### config.mk
export PLATFORM = sky130hd
export DESIGN_NAME = string_escape_decoder_core
export DESIGN_NICKNAME = d
export VERILOG_FILES = /design/src/design/sed_pkg.sv /design/src/design/string_escape_decoder_core.sv
export SDC_FILE = /design/constraint.sdc
export NUM_CORES = 1
export LEC_CHECK = 0
export ABC_AREA = 1
export BUFFER_PORTS_ARGS = -buffer_cell sky130_fd_sc_hd__buf_2
export CORE_AREA = 10 10 112 114
export DETAILED_ROUTE_END_ITERATION = 8
export DIE_AREA = 0 0 122 124
export GPL_TIMING_DRIVEN = 0
export PLACE_DENSITY = 0.61
export SYNTH_ARGS = -nofsm -noshare
export SYNTH_HDL_FRONTEND = slang
export SYNTH_SLANG_ARGS = --single-unit
### constraint.sdc
create_clock -name aclk -period 5.1 [get_ports aclk]
set_input_delay 0.51 -clock aclk [delete_from_list [all_inputs] [get_ports aclk]]
set_output_delay 0.51 -clock aclk [all_outputs]
set_load 0.005 [all_outputs]
### src/design/sed_pkg.sv
// shared types and character constants for the string escape decoder
// no dependencies
package sed_pkg;

    typedef struct packed {
        logic [7:0] value;
        logic       has_value;
        logic       last;
        logic       closed;
        logic       error;
    } result_t;

    localparam logic [7:0] CHR_NUL   = 8'h00;
    localparam logic [7:0] CHR_BS    = 8'h08;
    localparam logic [7:0] CHR_TAB   = 8'h09;
    localparam logic [7:0] CHR_LF    = 8'h0A;
    localparam logic [7:0] CHR_FF    = 8'h0C;
    localparam logic [7:0] CHR_CR    = 8'h0D;
    localparam logic [7:0] CHR_DQUOTE = 8'h22;
    localparam logic [7:0] CHR_SQUOTE = 8'h27;
    localparam logic [7:0] CHR_BSLASH = 8'h5C;
    localparam logic [7:0] CHR_LOW_B = 8'h62;
    localparam logic [7:0] CHR_LOW_T = 8'h74;
    localparam logic [7:0] CHR_LOW_N = 8'h6E;
    localparam logic [7:0] CHR_LOW_F = 8'h66;
    localparam logic [7:0] CHR_LOW_R = 8'h72;
    localparam logic [7:0] CHR_LOW_X = 8'h78;
    localparam logic [7:0] CHR_UP_X  = 8'h58;

    function automatic logic is_oct(input logic [7:0] c);
        return (c >= 8'h30) && (c <= 8'h37);
    endfunction

    function automatic logic is_hex(input logic [7:0] c);
        return ((c >= 8'h30) && (c <= 8'h39)) || ((c >= 8'h61) && (c <= 8'h66))
            || ((c >= 8'h41) && (c <= 8'h46));
    endfunction

    function automatic logic [3:0] hex_val(input logic [7:0] c);
        logic [7:0] t;
        t = 8'h00;
        if (c <= 8'h39) begin
            t = c - 8'h30;
        end else if (c >= 8'h61) begin
            t = c - 8'h57;
        end else begin
            t = c - 8'h37;
        end
        return t[3:0];
    endfunction

endpackage

### src/design/string_escape_decoder_core.sv
// string escape decoder top level: decode step and four-entry result queue
// depends on sed_pkg
//
// channel   | direction | tdata                          | tuser      | tlast
// s_axis    | in        | [7:0] ch, [15:8] delimiter     | -          | -
// m_axis    | out       | [7:0] value, [8] closed, [9] error | has_value | last
//
// one byte is decoded per cycle in the cycle it is accepted
// a byte may yield two results, which leave one per cycle from the queue while m_axis_tready is high
// s_axis_tready is high while at least two queue entries are free
// sustained rate is one byte per cycle unless results outpace output draining
// aresetn clears the decode state and empties the queue
module string_escape_decoder_core
    import sed_pkg::*;
(
    input  logic        aclk,
    input  logic        aresetn,
    input  logic        s_axis_tvalid,
    output logic        s_axis_tready,
    input  logic [15:0] s_axis_tdata,   // [7:0] ch, [15:8] delimiter
    output logic        m_axis_tvalid,
    input  logic        m_axis_tready,
    output logic [15:0] m_axis_tdata,   // [7:0] value, [8] closed, [9] error
    output logic        m_axis_tuser,   // has_value
    output logic        m_axis_tlast
);

    localparam logic [2:0] MODE_PLAIN = 3'd0;
    localparam logic [2:0] MODE_ESC   = 3'd1;
    localparam logic [2:0] MODE_HEX1  = 3'd2;
    localparam logic [2:0] MODE_HEX2  = 3'd3;
    localparam logic [2:0] MODE_OCT2  = 3'd4;
    localparam logic [2:0] MODE_OCT3  = 3'd5;

    logic [2:0] mode_reg, mode_next;
    logic [7:0] acc_reg, acc_next;
    logic       upper_x_reg, upper_x_next;
    logic       err_reg, err_next;

    result_t    queue_reg [4];
    logic [1:0] wr_ptr_reg, rd_ptr_reg;
    logic [2:0] count_reg;

    logic [7:0] ch, delim;
    logic       s_fire, m_fire;
    logic       do_plain;
    result_t    res_a, res_b;
    logic [1:0] num_res;

    assign ch    = s_axis_tdata[7:0];
    assign delim = s_axis_tdata[15:8];
    assign s_axis_tready = (count_reg <= 3'd2);
    assign s_fire = s_axis_tvalid && s_axis_tready;
    assign m_axis_tvalid = (count_reg != 3'd0);
    assign m_fire = m_axis_tvalid && m_axis_tready;

    always_comb begin
        result_t flush_res, main_res;
        logic    flush_v, main_v;
        flush_res = '{value: 8'h00, has_value: 1'b1, last: 1'b0, closed: 1'b0,
                      error: err_reg};
        main_res  = flush_res;
        flush_v   = 1'b0;
        main_v    = 1'b0;
        do_plain  = 1'b0;
        mode_next    = mode_reg;
        acc_next     = acc_reg;
        upper_x_next = upper_x_reg;
        err_next     = err_reg;

        unique case (mode_reg) inside
            MODE_ESC: begin
                mode_next = MODE_PLAIN;
                main_v    = 1'b1;
                main_res.value = ch;
                unique case (ch) inside
                    CHR_NUL: begin
                        main_res = '{value: 8'h00, has_value: 1'b0, last: 1'b1,
                                     closed: 1'b0, error: 1'b1};
                    end
                    CHR_LOW_B: main_res.value = CHR_BS;
                    CHR_LOW_T: main_res.value = CHR_TAB;
                    CHR_LOW_N: main_res.value = CHR_LF;
                    CHR_LOW_F: main_res.value = CHR_FF;
                    CHR_LOW_R: main_res.value = CHR_CR;
                    CHR_LOW_X, CHR_UP_X: begin
                        main_v       = 1'b0;
                        upper_x_next = (ch == CHR_UP_X);
                        acc_next     = 8'h00;
                        mode_next    = MODE_HEX1;
                    end
                    default: begin
                        if (is_oct(ch)) begin
                            main_v    = 1'b0;
                            acc_next  = {5'd0, ch[2:0]};
                            mode_next = MODE_OCT2;
                        end
                    end
                endcase
            end
            MODE_HEX1: begin
                if (is_hex(ch)) begin
                    acc_next  = {4'd0, hex_val(ch)};
                    mode_next = MODE_HEX2;
                end else begin
                    flush_v = 1'b1;
                    flush_res.value = upper_x_reg ? CHR_UP_X : CHR_LOW_X;
                    do_plain = 1'b1;
                end
            end
            MODE_HEX2: begin
                if (is_hex(ch)) begin
                    main_v    = 1'b1;
                    main_res.value = {acc_reg[3:0], hex_val(ch)};
                    mode_next = MODE_PLAIN;
                end else begin
                    flush_v = 1'b1;
                    flush_res.value = acc_reg;
                    do_plain = 1'b1;
                end
            end
            MODE_OCT2, MODE_OCT3: begin
                if (is_oct(ch)) begin
                    if (mode_reg == MODE_OCT2) begin
                        acc_next  = {acc_reg[4:0], ch[2:0]};
                        mode_next = MODE_OCT3;
                    end else begin
                        main_v    = 1'b1;
                        main_res.value = {acc_reg[4:0], ch[2:0]};
                        mode_next = MODE_PLAIN;
                    end
                end else begin
                    flush_v = 1'b1;
                    flush_res.value = acc_reg;
                    do_plain = 1'b1;
                end
            end
            default: do_plain = 1'b1;
        endcase

        if (do_plain) begin
            mode_next = MODE_PLAIN;
            if (ch == CHR_NUL || ch == delim) begin
                main_v   = 1'b1;
                main_res = '{value: 8'h00, has_value: 1'b0, last: 1'b1,
                             closed: (ch != CHR_NUL), error: err_reg};
            end else if (ch == CHR_BSLASH) begin
                mode_next = MODE_ESC;
            end else if (ch == CHR_LF || ch == CHR_CR) begin
                err_next = 1'b1;
            end else begin
                main_v = 1'b1;
                main_res.value = ch;
            end
        end

        if (main_v && main_res.last) begin
            mode_next    = MODE_PLAIN;
            acc_next     = 8'h00;
            upper_x_next = 1'b0;
            err_next     = 1'b0;
        end

        res_a   = flush_v ? flush_res : main_res;
        res_b   = main_res;
        num_res = {1'b0, flush_v} + {1'b0, main_v};
    end

    always_ff @(posedge aclk) begin
        if (!aresetn) begin
            mode_reg    <= MODE_PLAIN;
            acc_reg     <= 8'h00;
            upper_x_reg <= 1'b0;
            err_reg     <= 1'b0;
        end else if (s_fire) begin
            mode_reg    <= mode_next;
            acc_reg     <= acc_next;
            upper_x_reg <= upper_x_next;
            err_reg     <= err_next;
        end
    end

    always_ff @(posedge aclk) begin
        if (s_fire && num_res != 2'd0) begin
            queue_reg[wr_ptr_reg] <= res_a;
        end
        if (s_fire && num_res == 2'd2) begin
            queue_reg[wr_ptr_reg + 2'd1] <= res_b;
        end
    end

    always_ff @(posedge aclk) begin
        if (!aresetn) begin
            wr_ptr_reg <= 2'd0;
            rd_ptr_reg <= 2'd0;
            count_reg  <= 3'd0;
        end else begin
            if (s_fire) begin
                wr_ptr_reg <= wr_ptr_reg + num_res;
            end
            if (m_fire) begin
                rd_ptr_reg <= rd_ptr_reg + 2'd1;
            end
            count_reg <= count_reg + (s_fire ? {1'b0, num_res} : 3'd0)
                       - {2'd0, m_fire};
        end
    end

    assign m_axis_tdata = {6'd0, queue_reg[rd_ptr_reg].error,
                           queue_reg[rd_ptr_reg].closed, queue_reg[rd_ptr_reg].value};
    assign m_axis_tuser = queue_reg[rd_ptr_reg].has_value;
    assign m_axis_tlast = queue_reg[rd_ptr_reg].last;

endmodule

# Word-level counts from Yosys, hierarchy flattened
# Memory sizes are Yosys's and may differ from the RTL's. A register that Yosys moved wholly into a read port is not among the register bits.
# Index checks and enable logic that the tools add are counted.
# W data, S select, Z words.
dict set report classes {
  addsub 9
  order_cmp 8
  n_eq_ne 27
  muxes 66
  n_reduce_logical 31
}
# cell n
set op_table {}
lappend op_table {{$mux W8} 13}
lappend op_table {{$pmux W8 S3} 3}
lappend op_table {{$eq A8 B7 Y1 const B} 8}
lappend op_table {{$pmux W8 S6} 1}
lappend op_table {{$mux W12} 2}
lappend op_table {{$mux W1} 23}
lappend op_table {{$mux W3} 7}
lappend op_table {{$mux W4} 5}
lappend op_table {{$eq A8 B4 Y1 const B} 2}
lappend op_table {{$ge A8 B7 Y1 const B} 2}
lappend op_table {{$le A8 B6 Y1 const B} 2}
lappend op_table {{$le A8 B7 Y1 const B} 2}
lappend op_table {{$pmux W8 S2} 1}
lappend op_table {{$pmux W3 S4} 1}
lappend op_table {{$reduce_and A5 Y1} 2}
lappend op_table {{$reduce_bool A2 Y1} 5}
lappend op_table {{$logic_and A1 B1 Y1} 9}
lappend op_table {{$eq A8 B8 Y1} 1}
lappend op_table {{$ge A8 B6 Y1 const B} 1}
lappend op_table {{$logic_not A8 Y1} 1}
lappend op_table {{$reduce_bool A8 Y1} 1}
lappend op_table {{$sub A4 B3 Y4 const B} 2}
lappend op_table {{$mux W7} 1}
lappend op_table {{$reduce_and A7 Y1} 1}
lappend op_table {{other kinds (31)} 45}
dict set report word_totals {
  regBits 20
  ram_bits 48
  inputBits 20
  output_inout_bits 20
  elab_cells 149
  memories 1
}
# memory words width rd rd_ports_with_merged_regs wr line_no
set memory_table {}
lappend memory_table {queue_reg 4 12 1 1 2 string_escape_decoder_core.sv:40} ;# result_t queue_reg [4];

# Depth between registers and ports, before layout
# Gate-level depths: netlist of the first run.
dict set report depth {
  word_depth 15
  ltp_mapped 22
  mapped_depth_nobuf 21
}

# Worst setup path before layout of the first run
# No wires, ideal clock.
dict set report synth_path {
  path_type {input to register}
  start {in s_axis_tdata[1]}
  end {mem queue_reg[0][0] (netlist bit) (enable)}
  setup_ps 398
  arrival_time_ps 3377
  required_ps 4702
  path_slack_ps 1325
  cell_stages 15
  path_buffers 2
  cell_sequence {clkbuf_1 -> inv_1 -> ha_1 -> o21ai_0 -> nand2_1 -> nand2_2 -> nor2_1 -> nor2_4 -> nand3_4 -> nand3_4 -> buf_4 -> a21oi_1 -> ha_1 -> or2_2 -> o21ai_0}
}
# element line_no
set synth_rtl {}
lappend synth_rtl {{start: declaration} string_escape_decoder_core.sv:20} ;# input logic [15:0] s_axis_tdata,
lappend synth_rtl {{end: declaration} string_escape_decoder_core.sv:40}

==> impl_metrics.tcl, run 1 <==
set metrics [dict create \
    status "complete, no violations" \
    buffer_ports.inserted 32 \
    grt_start_max_net_pins 15 \
    timing.hold.ws_ns 0.474 \
    hold_depth 2 \
    layout.nets 701 \
    finalHoldViolCount 0 \
    placed_cells_incl_taps 793 \
    final_cell_count_no_fill 809 \
    placement.setup.worst_slack_ns 0.707 \
    max-cap-violations 0 \
    cp_top_family "buffers and inverters" \
    ff2ff_setup_slack_ns 1.36 \
    ctsLongestPathBuffers 2 \
    cell_area_synth_sq_um 4550 \
    insertedDiodeCount 0 \
    cp_common_cell "inv_1" \
    cp.arrival_ns 4.10 \
    critPathBufInv 7 \
    grt_first_pass_wirelength_mm 20.6 \
    post_synth_inst_count 616 \
    worst_path_largest_cell_delay_ns 0.42 \
    setup-violations-final 0 \
    synth_area_per_cell_sq_um 7.39 \
    hold_path.startpoint "rd_ptr_reg[1]$_SDFFE_PN0P_" \
    relative_slew_margins 0.547 \
    start_util 0.445 \
    antenna_found_initial 0 \
    power.leakage_nw 2.25 \
    die_area_sq_um 15100 \
    die_height_microns 124 \
    powerDensity_nw_per_um2 318 \
    number_of_synthesis_warnings 0 \
    hold-path-endpoint "rd_ptr_reg[1]$_SDFFE_PN0P_" \
    drc_errors 0 \
    grt.total_usage 0.173 \
    hold_class "flop to flop" \
    floorplan.die.width_microns 122 \
    post-route-period-util 0.792 \
    gp_congestion 0.921 \
    core_sq_um 10200 \
    final_worst_setup_slack_ns 1.06 \
    netlist-cell-type-count 37 \
    routedWlPerCell_microns 15.8 \
    grt_pass1_vias 3979 \
    final_layout_size_suffix_gt1_frac 0.149 \
    worst_ep_required_time_ns 5.16 \
    ioPinCount 40 \
    critical_path.reg2reg.endpoint "queue_reg[3][6]$_DFFE_PP_" \
    worst_path_max_delay_cell "o21ai_1" \
    ys_ff_latch 70 \
    worstSetupStartpointType "input port" \
    cts.clk_slew.worst_paths_ns 0.07 \
    cell_by_cell_listing_of_the_critical_path "buf_2 -> clkbuf_1 -> inv_1 -> ha_1 -> o21ai_0 -> nand2_1 -> nand2_2 -> nor2_1 -> nor2_4 -> nand3_4 -> nand3_4 -> buf_4 -> a21oi_1 -> inv_1 -> ha_1 -> nand2_1 -> nor2_1 -> inv_1 -> o21ai_1 -> buf_4" \
    routed_via_density 5.26 \
    critical_path_class "input port to flop" \
    power.total_mw 1.65 \
    place_hpwl_mm 9.87 \
    drt-pass1-iter-count 5 \
    route.final.wire_length_mm 12.8 \
    largest_register_ff_count 48 \
    finalMaxSlewViolations 0 \
    design_area_sq_um 5170 \
    clock_insertion_delay_worst_skew_ns 0.36 \
    timing.critical_path.depth 20 \
    cts-resized-gates 0 \
    grt_setup_unrepaired "false" \
    timing.rr.start "mode_reg[2]$_SDFFE_PN0P_" \
    clock_tree.root_cell "clkbuf_8" \
    detailroute.via_count 4254 \
    synth-seq-area-share 0.413 \
    cts.sink_count 70 \
    post-cts-setup-buffers 0 \
    vdd_ir_drop_max_mv 0.163 \
    cts_inserted_buffers 9 \
    globalRoute.totalOverflow 0 \
    cts_hold_buffers 0 \
    worst_clock_skew_ns 0.0170 \
    worst_pin_slew_ns 0.674 \
    place_area_sq_um 4940 \
    fin_crit_ns 4.04 \
    areaGrowthSynthToFinish_pct 13.5 \
    number_of_drc_markers_after_the_initial_detailed_route_iteration 308 \
    critical_path.max_fanout 10 \
    max_freq_mhz 248 \
    cts-htree-levels 3 \
    cp-end-kind "flop" \
    cts_tree "built" \
    worst_r2r_path_depth 16 \
    postRouteAntennaNets 0 \
    rows 37 \
]
==> per-stage QoR <==
step / TNS, ns / utilization
4_1_cts: 0 / 0.505
3_5_place_dp: 0 / 0.483
5_1_grt: 0 / 0.505
2_1_floorplan: 0 / -
3_3_place_gp: -0.204 / 0.479
6_report: 0 / 0.505
==> synthesized netlist by cell type (all sizes together) <==
cell / instances / share of area
dfxtp: 22 / 0.097
a22oi: 2 / 0.0033
o2111a: 1 / 0.0025
ha: 12 / 0.033
inv: 82 / 0.068
nor2: 101 / 0.092
conb: 1 / 0.00082
nand2: 155 / 0.13
a21oi: 18 / 0.021
or2: 6 / 0.0082
mux2i: 1 / 0.0022
nor3: 3 / 0.0033
o21ai: 50 / 0.055
o22ai: 12 / 0.016
xnor2: 3 / 0.0058
nand3: 35 / 0.048
fa: 1 / 0.0044
buf: 11 / 0.016
clkbuf: 9 / 0.0074
o211ai: 8 / 0.014
clkinv: 2 / 0.0016
xor2: 9 / 0.017
edfxtp: 48 / 0.32
nand4: 24 / 0.033
==> area by class of cell <==
type                    instances  area [sq um]
plain buffers                  20           109
clock buffers                   9           124
clock inverters                 7           103
fillers                      1030          5060
inverters                      84           315
multi-input cells             447          2270
flip-flops and latches         70          1880
well taps                     136           170
repair buffers                 36           201
==> logic make-up after synthesis <==
logic type,share of synthesized area
buffers and inverters,0.0931
adder cells (fa/ha/maj),0.0374
AO/OA/AOI/OAI,0.112
AND/OR/NAND/NOR,0.318
other,0.000823
flip-flops,0.413
XOR/XNOR,0.0231
multiplexers,0.00220
==> worst max-delay path by stage <==
stage	from	end	slack (ns)
after floorplan	s_axis_tdata[1]	queue_reg[0][0]$_DFFE_PP_	1.33
after global placement	s_axis_tdata[1]	queue_reg[3][5]$_DFFE_PP_	-0.02
after detailed placement	s_axis_tdata[1]	queue_reg[3][5]$_DFFE_PP_	0.71
after CTS	s_axis_tdata[1]	queue_reg[3][6]$_DFFE_PP_	1.08
after global routing	s_axis_tdata[1]	queue_reg[0][0]$_DFFE_PP_	0.80
final	s_axis_tdata[1]	queue_reg[3][6]$_DFFE_PP_	1.06
==> worst register-to-register path, cell delays in order (launching register included) <==
cell	delay, ns
dfxtp_1	0.34
inv_1	0.06
nor2_1	0.42
inv_1	0.19
nor2_1	0.15
inv_1	0.07
nor2_1	0.31
inv_1	0.14
nand3_1	0.11
a21oi_1	0.07
inv_1	0.10
ha_1	0.14
nand2_1	0.11
nor2_1	0.28
inv_1	0.23
o21ai_1	0.43
buf_4	0.31
==> report_power, final <==
group | switching [mW] | internal [mW] | total, mW | leakage [nW]
Sequential | 0.0291 | 0.670 | 0.699 | 0.614
Clock | 0.232 | 0.281 | 0.513 | 0.111
Combinational | 0.276 | 0.157 | 0.434 | 1.53
==> routing by layer <==
metal	track usage	wire [microns]	up-vias
met1	0.217	5560	1976
met5	0	0	-
met3	0.0357	839	25
met2	0.289	6080	141
met4	0.0611	265	0
li1	-	-	2112
==> cell usage in the layout (no fill, tap or decap), types with 2 or more instances in the layout <==
| cell | n |
|---|---|
| nand2_1 | 146 |
| nor2_1 | 93 |
| inv_1 | 70 |
| edfxtp_1 | 48 |
| o21ai_0 | 42 |
| buf_2 | 35 |
| nand3_1 | 31 |
| nand4_1 | 24 |
| dfxtp_1 | 22 |
| a21oi_1 | 17 |
| o22ai_1 | 12 |
| inv_2 | 12 |
| ha_1 | 12 |
| clkbuf_1 | 9 |
| buf_4 | 9 |
| xor2_1 | 9 |
| clkbuf_8 | 9 |
| nand2_2 | 8 |
| o21ai_1 | 8 |
| o211ai_1 | 7 |
| conb_1 | 6 |
| nor2_2 | 4 |
| nor2_4 | 4 |
| nand3_4 | 3 |
| xnor2_1 | 3 |
| nor3_1 | 3 |
| inv_6 | 3 |
| buf_6 | 3 |
| clkinv_1 | 2 |
| or2_0 | 2 |
| or2_1 | 2 |
| a22oi_1 | 2 |
| or2_2 | 2 |
| bufinv_16 | 2 |
Power figures use the tool's default switching activity.
==> inputs of run 2 (changes only) <==
==> constraint.sdc (replaced) <==
create_clock -name aclk -period 4.1 [get_ports aclk]
set_input_delay 0.41 -clock aclk [delete_from_list [all_inputs] [get_ports aclk]]
set_output_delay 0.41 -clock aclk [all_outputs]
set_load 0.005 [all_outputs]
==> impl_metrics.tcl, run 2 (synthesized netlist as in run 1, its figures left out) <==
set metrics [dict create \
    route.final.wire_length_mm 12.8 \
    worst_ep_required_time_ns 4.35 \
    cp.arrival_ns 3.99 \
    cts.clk_slew.worst_paths_ns 0.07 \
    grt_first_pass_wirelength_mm 20.6 \
    final_common_cell "nand2_1" \
    cts.sink_count 70 \
    largest_register_ff_count 48 \
    gp_congestion 0.921 \
    cts_tree "built" \
    finalHoldViolCount 0 \
    grt_start_max_net_pins 15 \
    final_cell_mix "nand2_1 (146), nor2_1 (93), inv_1 (70)" \
    worst_path_max_delay_cell "fa_1" \
    grt_setup_unrepaired "false" \
    insertedDiodeCount 0 \
    ioPinCount 40 \
    internal-power_mw 1.38 \
    final_cell_count_no_fill 809 \
    final_layout_size_suffix_gt1_frac 0.153 \
    cell_by_cell_listing_of_the_critical_path "buf_2 -> clkbuf_1 -> inv_1 -> ha_1 -> o21ai_0 -> nand2_1 -> nand2_2 -> nor2_1 -> nor2_4 -> nand2_2 -> nand2_2 -> nand3_1 -> a21oi_1 -> inv_1 -> ha_1 -> nand2_1 -> ha_1 -> inv_1 -> ha_1 -> fa_1 -> o21ai_0 -> a21oi_1" \
    status "complete, no violations" \
    max-cap-violations 0 \
    hold_class "input port to flop" \
    cts-htree-levels 3 \
    worst_clock_skew_ns 0.0160 \
    clkPwrFrac 0.312 \
    clock_insertion_delay_worst_skew_ns 0.36 \
    rows 37 \
    drt-pass1-iter-count 6 \
    cp_common_cell "ha_1" \
    routed_via_density 5.27 \
    combinationalPowerShare 0.265 \
    areaGrowthSynthToFinish_pct 13.8 \
    clock_tree.root_cell "clkbuf_8" \
    antenna_found_initial 0 \
    placed_cells_incl_taps 793 \
    critPathBufInv 5 \
    net-switching-power_uw 673 \
    max_freq_mhz 267 \
    critical_path.max_fanout 7 \
    number_of_drc_markers_after_the_initial_detailed_route_iteration 372 \
    drc_errors 0 \
    pwr-share-seq 0.424 \
    powerDensity_nw_per_um2 396 \
    power.total_mw 2.05 \
    vdd_ir_drop_max_mv 0.203 \
    die_height_microns 124 \
    finalMaxSlewViolations 0 \
    critical_path_class "input port to flop" \
    globalRoute.totalOverflow 0 \
    grt.total_usage 0.173 \
    timing.hold.ws_ns 0.388 \
    worst_path_largest_cell_delay_ns 0.38 \
    grt_pass1_vias 3979 \
    relative_slew_margins 0.574 \
    power.leakage_nw 2.26 \
    setup-violations-final 0 \
    detailroute.via_count 4262 \
    cts_inserted_buffers 9 \
    floorplan.die.width_microns 122 \
    worstSetupStartpointType "input port" \
    layout.filler_cells 1029 \
    post-cts-setup-buffers 0 \
    cp-end-kind "flop" \
    ctsLongestPathBuffers 2 \
    place_hpwl_mm 9.87 \
    routedWlPerCell_microns 15.8 \
    die_area_sq_um 15100 \
    cp_top_family "adder cells" \
    netSwitchingFraction 0.328 \
    worst_pin_slew_ns 0.638 \
    layout.nets 701 \
    core_sq_um 10200 \
    setup_tns_ns 0 \
    start_util 0.445 \
    buffer_ports.inserted 32 \
    fin_crit_ns 3.75 \
    post-route-period-util 0.914 \
    postRouteAntennaNets 0 \
]
## run 2: final timing paths
| check | slack [ns] | to | cells past startpoint | startpoint |
|---|---|---|---|---|
| setup / recovery | 0.35 | count_reg[2]$_SDFF_PN0_ | 22 | s_axis_tdata[1] |
| hold reg to reg | 0.47 | rd_ptr_reg[1]$_SDFFE_PN0P_ | 2 | rd_ptr_reg[1]$_SDFFE_PN0P_ |
| hold / removal | 0.39 | wr_ptr_reg[0]$_SDFFE_PN0P_ | 3 | aresetn |
| setup reg to reg | 0.58 | count_reg[2]$_SDFF_PN0_ | 16 | mode_reg[2]$_SDFFE_PN0P_ |
## run 2: cell type report
type / instances / area (sq um) / share of cell area
multi-input combinational: 447 / 2280 / 0.440
sequential: 70 / 1880 / 0.363
inverter: 84 / 315 / 0.0608
timing repair buffer: 36 / 201 / 0.0389
tap: 136 / 170 / 0.0328
clock buffer: 9 / 124 / 0.0239
buffer: 20 / 109 / 0.0210
clock inverter: 7 / 103 / 0.0198
## run 2: timing repair
action	CTS	global route
setup endpoints to repair	0	25
resized for setup	0	3
hold buffers	0	0
## run 2: worst reg2reg max path, stage by stage (launching register included)
cell	delay, ns
dfxtp_1	0.33
inv_1	0.06
nor2_1	0.41
inv_1	0.19
nand3_1	0.23
nand3_4	0.15
buf_4	0.21
a21oi_1	0.24
inv_1	0.10
ha_1	0.32
nand2_1	0.06
ha_1	0.28
inv_1	0.04
ha_1	0.18
fa_1	0.38
o21ai_0	0.18
a21oi_1	0.05
## run 2: power by group through the flow
stage               Combinational (mW)  Sequential [mW]  Clock [mW]
floorplan                        0.332            0.878           0
global placement                 0.519            0.888           0
detailed placement               0.544            0.887           0
CTS                              0.548            0.870       0.644
global route                     0.626            0.880       0.679
finish                           0.543            0.870       0.640
## run 2: metrics by stage
step | worst slack (ns) | instance area (sq um) | utilization
after floorplan | 0.425 | 4570 | -
after global placement | -0.918 | 4900 | 0.479
after detailed placement | -0.193 | 4940 | 0.483
after CTS | 0.182 | 5170 | 0.505
after global routing | 0.00578 | 5180 | 0.507
final | 0.351 | 5180 | 0.507
## run 2: routing by layer
layer	GRT usage	vias up	wire (microns)
li1	-	2108	-
met1	0.217	1976	5500
met2	0.289	157	6190
met3	0.0357	21	904
met4	0.0611	0	217
met5	0	-	0
